==> src/rtl/acpp_pkg.sv <==
`timescale 1ns / 1ps
// Shared types, constants and helpers for the affine camera point projection core.
// No dependencies.
package acpp_pkg;

    localparam int W = 32;
    localparam int QW = 64;
    localparam int DIV_STEPS = 32;
    localparam int NUM_REGS = 7;
    localparam int IDX_W = 3;

    localparam logic OP_PROJECT = 1'b0;
    localparam logic OP_RESCALE = 1'b1;

    localparam logic ST_OK = 1'b0;
    localparam logic ST_DIV_ZERO = 1'b1;

    localparam logic [IDX_W-1:0] REG_HOMOG_SCALE = 3'd0;
    localparam logic [IDX_W-1:0] REG_FOCAL_X = 3'd1;
    localparam logic [IDX_W-1:0] REG_FOCAL_Y = 3'd2;
    localparam logic [IDX_W-1:0] REG_CENTRE_X = 3'd3;
    localparam logic [IDX_W-1:0] REG_CENTRE_Y = 3'd4;
    localparam logic [IDX_W-1:0] REG_SKEW_XY = 3'd5;
    localparam logic [IDX_W-1:0] REG_SKEW_YX = 3'd6;

    localparam logic [W-1:0] S32_MAX = 32'h7FFF_FFFF;
    localparam logic [W-1:0] S32_MIN = 32'h8000_0000;

    // sideband that travels next to the division lanes
    typedef struct packed {
        logic op;
        logic zero;
        logic neg_x;
        logic neg_y;
        logic ovf_x;
        logic ovf_y;
    } t_side;

    // divisor magnitude and both partial remainder / quotient lanes
    typedef struct packed {
        logic [W-1:0] dvs;
        logic [W-1:0] rem_x;
        logic [W-1:0] low_x;
        logic [W-1:0] rem_y;
        logic [W-1:0] low_y;
    } t_div;

    typedef struct packed {
        logic [W-1:0] homog_scale;
        logic [W-1:0] focal_x;
        logic [W-1:0] focal_y;
        logic [W-1:0] centre_x;
        logic [W-1:0] centre_y;
        logic [W-1:0] skew_xy;
        logic [W-1:0] skew_yx;
    } t_cfg;

    function automatic logic [W-1:0] sat32(input logic signed [65:0] v);
        logic [W-1:0] r;
        if (v > 66'sh0_7FFF_FFFF) begin
            r = S32_MAX;
        end else if (v < -66'sh0_8000_0000) begin
            r = S32_MIN;
        end else begin
            r = v[W-1:0];
        end
        return r;
    endfunction

endpackage

==> src/rtl/acpp_div_step.sv <==
`timescale 1ns / 1ps
// One registered restoring-division step for both the x and y lanes.
// Depends on acpp_pkg.
module acpp_div_step (
    input  logic                     i_clk,
    input  logic                     i_rst_n,
    input  logic                     i_en,
    input  logic                     i_valid,
    input  acpp_pkg::t_side          i_side,
    input  acpp_pkg::t_div           i_div,
    output logic                     o_valid,
    output acpp_pkg::t_side          o_side,
    output acpp_pkg::t_div           o_div
);
    import acpp_pkg::*;

    logic [W:0] w_tx, w_ty, w_dx, w_dy;
    logic w_gex, w_gey;
    logic r_v;
    t_side r_side;
    t_div r_div;

    assign w_tx = {i_div.rem_x, i_div.low_x[W-1]};
    assign w_ty = {i_div.rem_y, i_div.low_y[W-1]};
    assign w_gex = (w_tx >= {1'b0, i_div.dvs});
    assign w_gey = (w_ty >= {1'b0, i_div.dvs});
    assign w_dx = w_tx - {1'b0, i_div.dvs};
    assign w_dy = w_ty - {1'b0, i_div.dvs};

    always_ff @(posedge i_clk) begin
        if (!i_rst_n) begin
            r_v <= 1'b0;
        end else if (i_en) begin
            r_v <= i_valid;
        end
    end

    always_ff @(posedge i_clk) begin
        if (i_en) begin
            r_side <= i_side;
            r_div.dvs <= i_div.dvs;
            r_div.rem_x <= w_gex ? w_dx[W-1:0] : w_tx[W-1:0];
            r_div.rem_y <= w_gey ? w_dy[W-1:0] : w_ty[W-1:0];
            r_div.low_x <= {i_div.low_x[W-2:0], w_gex};
            r_div.low_y <= {i_div.low_y[W-2:0], w_gey};
        end
    end

    assign o_valid = r_v;
    assign o_side = r_side;
    assign o_div = r_div;

endmodule

==> config.mk <==
export PLATFORM = sky130hd
export DESIGN_NAME = acpp_div_step
export DESIGN_NICKNAME = d
export VERILOG_FILES = /design/src/rtl/acpp_pkg.sv /design/src/rtl/acpp_div_step.sv
export SDC_FILE = /design/constraint.sdc
export NUM_CORES = 1
export LEC_CHECK = 0
export ABC_AREA = 1
export BUFFER_PORTS_ARGS = -buffer_cell sky130_fd_sc_hd__buf_2
export CELL_PAD_IN_SITES_DETAIL_PLACEMENT = 1
export CELL_PAD_IN_SITES_GLOBAL_PLACEMENT = 1
export CORE_MARGIN = 10
export CORE_UTILIZATION = 40
export CTS_CLUSTER_SIZE = 25
export DETAILED_ROUTE_END_ITERATION = 12
export PLACE_DENSITY_LB_ADDON = 0.1
export RECOVER_POWER = 100
export SETUP_SLACK_MARGIN = 0.3
export SYNTH_ARGS = -nofsm -noshare
export SYNTH_HDL_FRONTEND = slang
export SYNTH_SLANG_ARGS = --single-unit
==> constraint.sdc <==
create_clock -name i_clk -period 6.3 [get_ports i_clk]
set_clock_uncertainty 0.05 [all_clocks]
set_input_delay 1.26 -clock i_clk [delete_from_list [all_inputs] [get_ports i_clk]]
set_output_delay 1.26 -clock i_clk [all_outputs]
set_load 0.05 [all_outputs]
; ---- Yosys cells after proc, flatten, opt, wreduce, memory -nomap -nowiden
; Index checks and enable logic that the tools add are counted.
[op_classes]
addsub = 2
mux = 2
n_lt_le_gt_ge = 2
[op_table]
columns = operator, n
row1 = 33-bit by 32-bit >= comparator with 1-bit output, 2
row2 = 32-bit 2-to-1 mux, 2
row3 = 32-bit subtractor, 2
[word_totals]
out_inout_bits = 167
input_bits = 170
register_bits = 167

; ---- Logic depth before layout (Yosys ltp)
[depth]
depth_word = 2
ltp_mapped = 16
mapped_depth_nobuf = 15

; ---- Least setup slack after synthesis
; OpenSTA, ideal clock, no wires.
[synth_timing]
path_kind = input-to-reg
startpoint = input port i_div[158] (netlist name)
endpoint = register r_div, in the netlist o_div[120] (data pin)
setup_time_ps = 252
slack_ps = 3315
arrival_time_ps = 2683
stages = 13
required_time_ps = 5998
cell_sequence = inv_1 ha_1 nand2_1 inv_1 nand3_2 inv_1 nand2_1 nand2_1 a21oi_1 nand4_4 buf_12 nand2_2 nand2_1
[synth_between]
elab_chain_cells = 2
[synth_rtl]
columns = item, line
row1 = start: declaration, acpp_div_step.sv:10  ; input acpp_pkg::t_div i_div,
row2 = 33-bit by 32-bit >= comparator with 1-bit output, acpp_div_step.sv:25  ; assign w_gex = (w_tx >= {1'b0, i_div.dvs});
row3 = via w_gex, acpp_div_step.sv:18  ; logic w_gex, w_gey;
row4 = 32-bit 2-to-1 mux, acpp_div_step.sv:42  ; r_div.rem_x <= w_gex ? w_dx[W-1:0] : w_tx[W-1:0];
row5 = end: declaration, acpp_div_step.sv:21  ; t_div r_div;
; The timed path passes the listed nets, and every way through them passes these cells.
; A chain may end at the register's enable or synchronous reset.

; ---- Worst setup path after layout
[layout_timing]
startpoint = input port i_div[143] (netlist name)
endpoint = register r_div, in the netlist o_div[107] (data pin)
[layout_between]
elab_chain_cells = 2
[layout_rtl]
columns = item, line
row1 = 33-bit by 32-bit >= comparator with 1-bit output, acpp_div_step.sv:25
row2 = 32-bit 2-to-1 mux, acpp_div_step.sv:42
; No other way between the ends.

==> results.txt <==
Number of DRC markers after the initial detailed-route iteration - 456
Share of post-route cells with drive strength above 1 - 10.8%
Worst-case vdd ir drop - 0.131 mV
Post-synthesis sequential area ratio - 44.2%
Type of the worst min-delay path - reg -> reg
Most used cells in the layout excluding fill and tap cells - sky130_fd_sc_hd__nand2_1, sky130_fd_sc_hd__inv_1, sky130_fd_sc_hd__clkbuf_1, sky130_fd_sc_hd__edfxtp_1, sky130_fd_sc_hd__buf_2
Achievable clock frequency - 224 MHz
Max-slew violation count - 148
Area of the core - 27900 sq um
Worst-skew pair later-pin latency - 0.43 ns
Capturing element type of the critical path - flip-flop
Final clock period utilization by the worst path - 70.9%
Via count of the first global-routing pass - 11890
Sinks on the clock net - 167
Maximum buffer depth of the clock tree - 2
Dominant cell type by area after synthesis - sky130_fd_sc_hd__edfxtp_1
Status - finished, violations left
Number of antenna violations at the first check in global routing - 3
Root Driver - sky130_fd_sc_hd__clkbuf_16
Total half-perimeter wirelength after legalization and detailed placement - 36000 microns
Effective utilization at floorplan - 40.7%
Max H-tree Level - 4
Cells after Synth - 1526
Global Route met2 Usage - 45.4%
Total of warnings raised by yosys - 0
Met3 Resource Use GR - 4.03%
TritonRoute pass-1 iters - 5
Clock-pin transition on the worst setup and hold timing paths - 0.07 ns
# resized after CTS - 0
Critical Path Start Type - primary input
Standard cell area after detailed placement - 13400 sq um
Gr busiest metal - met2
Type of the setup path with the least slack - in -> reg
Number of filler cells placed in the layout - 3809
Top flip-flop cell by instance count after synthesis - sky130_fd_sc_hd__edfxtp_1
Worst Path Max Fanout - 33
Number of enable flip-flop cells after synthesis - 166
CTS buffer count - 17
Violations in the final reports - max-capacitance violations, max-slew violations
Die height - 188 microns
Via-to-Cell Ratio - 4.90
Tmin final - 4.47 ns
Slew @ Worst Pin - 3.45 ns
Row Count - 61
Post-CTS setup repair buffer count - 0
Die area - 35500 sq um
Arrival @ worst endpoint - 4.59 ns
Leakage power figure - 7.21 nW
Leading cell type in the layout, fill and taps excluded - sky130_fd_sc_hd__nand2_1
GRT Residual Overflow - 0
Drc violations - 0
Area of all placed cells without fillers - 13700 sq um
Number of port buffers - 336
First-pass GRT wire length - 66500 microns
Max-slew headroom - -130%
Accumulated negative setup slack - 0 ns
Ys async rst share - 0%
Met1 usage in global routing - 27.0%
Routed length per placed instance - 19.3 microns
Wire length after detailed routing - 43500 microns
Number of synthesized register bits - 167
Count of unique library cells instantiated by Yosys - 31
TritonCTS clock tree - yes
Setup repair after global routing missed its margin - false
Number of violations of the max-capacitance limit - 3
Post-Synthesis Net Count - 1762
Area added between synthesis and finish - 21.0%
Count of endpoints failing setup in the final report - 0
Total via count after detailed routing - 11069
Average instance area after synthesis - 7.43 sq um
Final hold violations - 0
Final weighted congestion of routability-driven global placement - 0.893
Maximum number of pins on one net before global-route repair - 61
Largest cells by area after synthesis - sky130_fd_sc_hd__edfxtp_1, sky130_fd_sc_hd__nand2_1, sky130_fd_sc_hd__inv_1, sky130_fd_sc_hd__ha_1, sky130_fd_sc_hd__nand3_1
Number of nets in the final layout - 2102
Worst EP required - 6.42 ns
Area share of the leading cell type in the synthesized netlist - 44.0%
Post-synth design cell area - 11300 sq um
Power density over cell area - 273 nW/um^2
Antenna violation net count after detailed routing - 0
All-layer global routing usage - 23.9%
I/O pin count - 337
Post-cts hold buffer count - 0
Die span in x - 188 microns
[registers in the layout, summed over array words and instances, names as in the netlist]
| name | flops |
|---|---|
| o_div | 160 |
| o_side | 6 |
| o_valid | 1 |
[stage by stage]
| step | hold WS [ns] | setup slack [ns] | cells | utilization [%] | power, mW |
|---|---|---|---|---|---|
| 6_report | 0.493 | 1.83 | 2260 | 49.2 | 3.74 |
| 5_1_grt | 0.567 | 1.42 | 2258 | 49.2 | 3.92 |
| 4_1_cts | 0.499 | 2.86 | 2257 | 50.2 | 3.80 |
| 3_5_place_dp | 0.488 | 2.45 | 2225 | 48.0 | 2.70 |
| 3_3_place_gp | 0.467 | 2.55 | 2225 | 48.0 | 2.66 |
| 2_1_floorplan | 0.703 | 3.32 | 1526 | - | 2.31 |
[per-layer routing]
layer  wire, microns  vias up
met5               0        -
met4             726        0
met3            1870       38
met2           23100      266
met1           17800     5340
li1                -     5425
[kinds of logic after synthesis]
logic type                 share of synthesized area, %
xor gates and xnor gates                           2.16
adders and majority gates                          7.42
AOI/OAI and AO/OA                                  1.94
and+or+nand+nor                                    32.9
buffers and inverters                              11.4
DFF                                                44.2
[report_power, final]
| group | leakage (nW) | internal [mW] | switching, mW |
|---|---|---|---|
| Combinational | 5.29 | 0.278 | 0.960 |
| Sequential | 1.63 | 1.37 | 0.0355 |
| Clock | 0.289 | 0.571 | 0.526 |
[critical path: stages]
cell,delay [ns]
sky130_fd_sc_hd__clkbuf_1,0.18
sky130_fd_sc_hd__inv_1,0.14
sky130_fd_sc_hd__ha_1,0.36
sky130_fd_sc_hd__nand2_1,0.16
sky130_fd_sc_hd__inv_1,0.06
sky130_fd_sc_hd__nand2_1,0.06
sky130_fd_sc_hd__nand2_1,0.07
sky130_fd_sc_hd__inv_1,0.06
sky130_fd_sc_hd__nand2_1,0.07
sky130_fd_sc_hd__inv_1,0.10
sky130_fd_sc_hd__nand2_1,0.06
sky130_fd_sc_hd__nand2_1,0.05
sky130_fd_sc_hd__nand4_1,1.38
sky130_fd_sc_hd__nand2_1,0.46
sky130_fd_sc_hd__nand2_1,0.09
[area by class of cell]
cell class	count	area, sq um	area share [%]
Clock buffer	17	425	3.10
Multi-Input combinational cell	1037	5010	36.5
Timing Repair Buffer	340	1470	10.7
Antenna cell	3	7.51	0.0547
Clock inverter	15	189	1.38
Inverter	303	1140	8.29
Tap cell	378	473	3.45
Sequential cell	167	5000	36.5
[cell usage after synthesis (10+ instances only)]
cell type,number
sky130_fd_sc_hd__xor2_1,26
sky130_fd_sc_hd__nand2_2,14
sky130_fd_sc_hd__nand2_1,636
sky130_fd_sc_hd__nor2_1,83
sky130_fd_sc_hd__nor3_1,16
sky130_fd_sc_hd__inv_1,302
sky130_fd_sc_hd__buf_2,10
sky130_fd_sc_hd__ha_1,64
sky130_fd_sc_hd__nand3_1,122
sky130_fd_sc_hd__edfxtp_1,166
sky130_fd_sc_hd__a21oi_1,37
[final timing paths]
check	startpoint	depth (start not counted)	to	slack (ns)
hold / removal	o_valid	2	o_valid	0.49
setup reg to reg	o_valid	2	o_valid	5.60
hold reg to reg	o_valid	2	o_valid	0.49
setup / recovery	i_div[143]	15	o_div[107]	1.83
No activity file was read; power rests on OpenSTA's default activity.
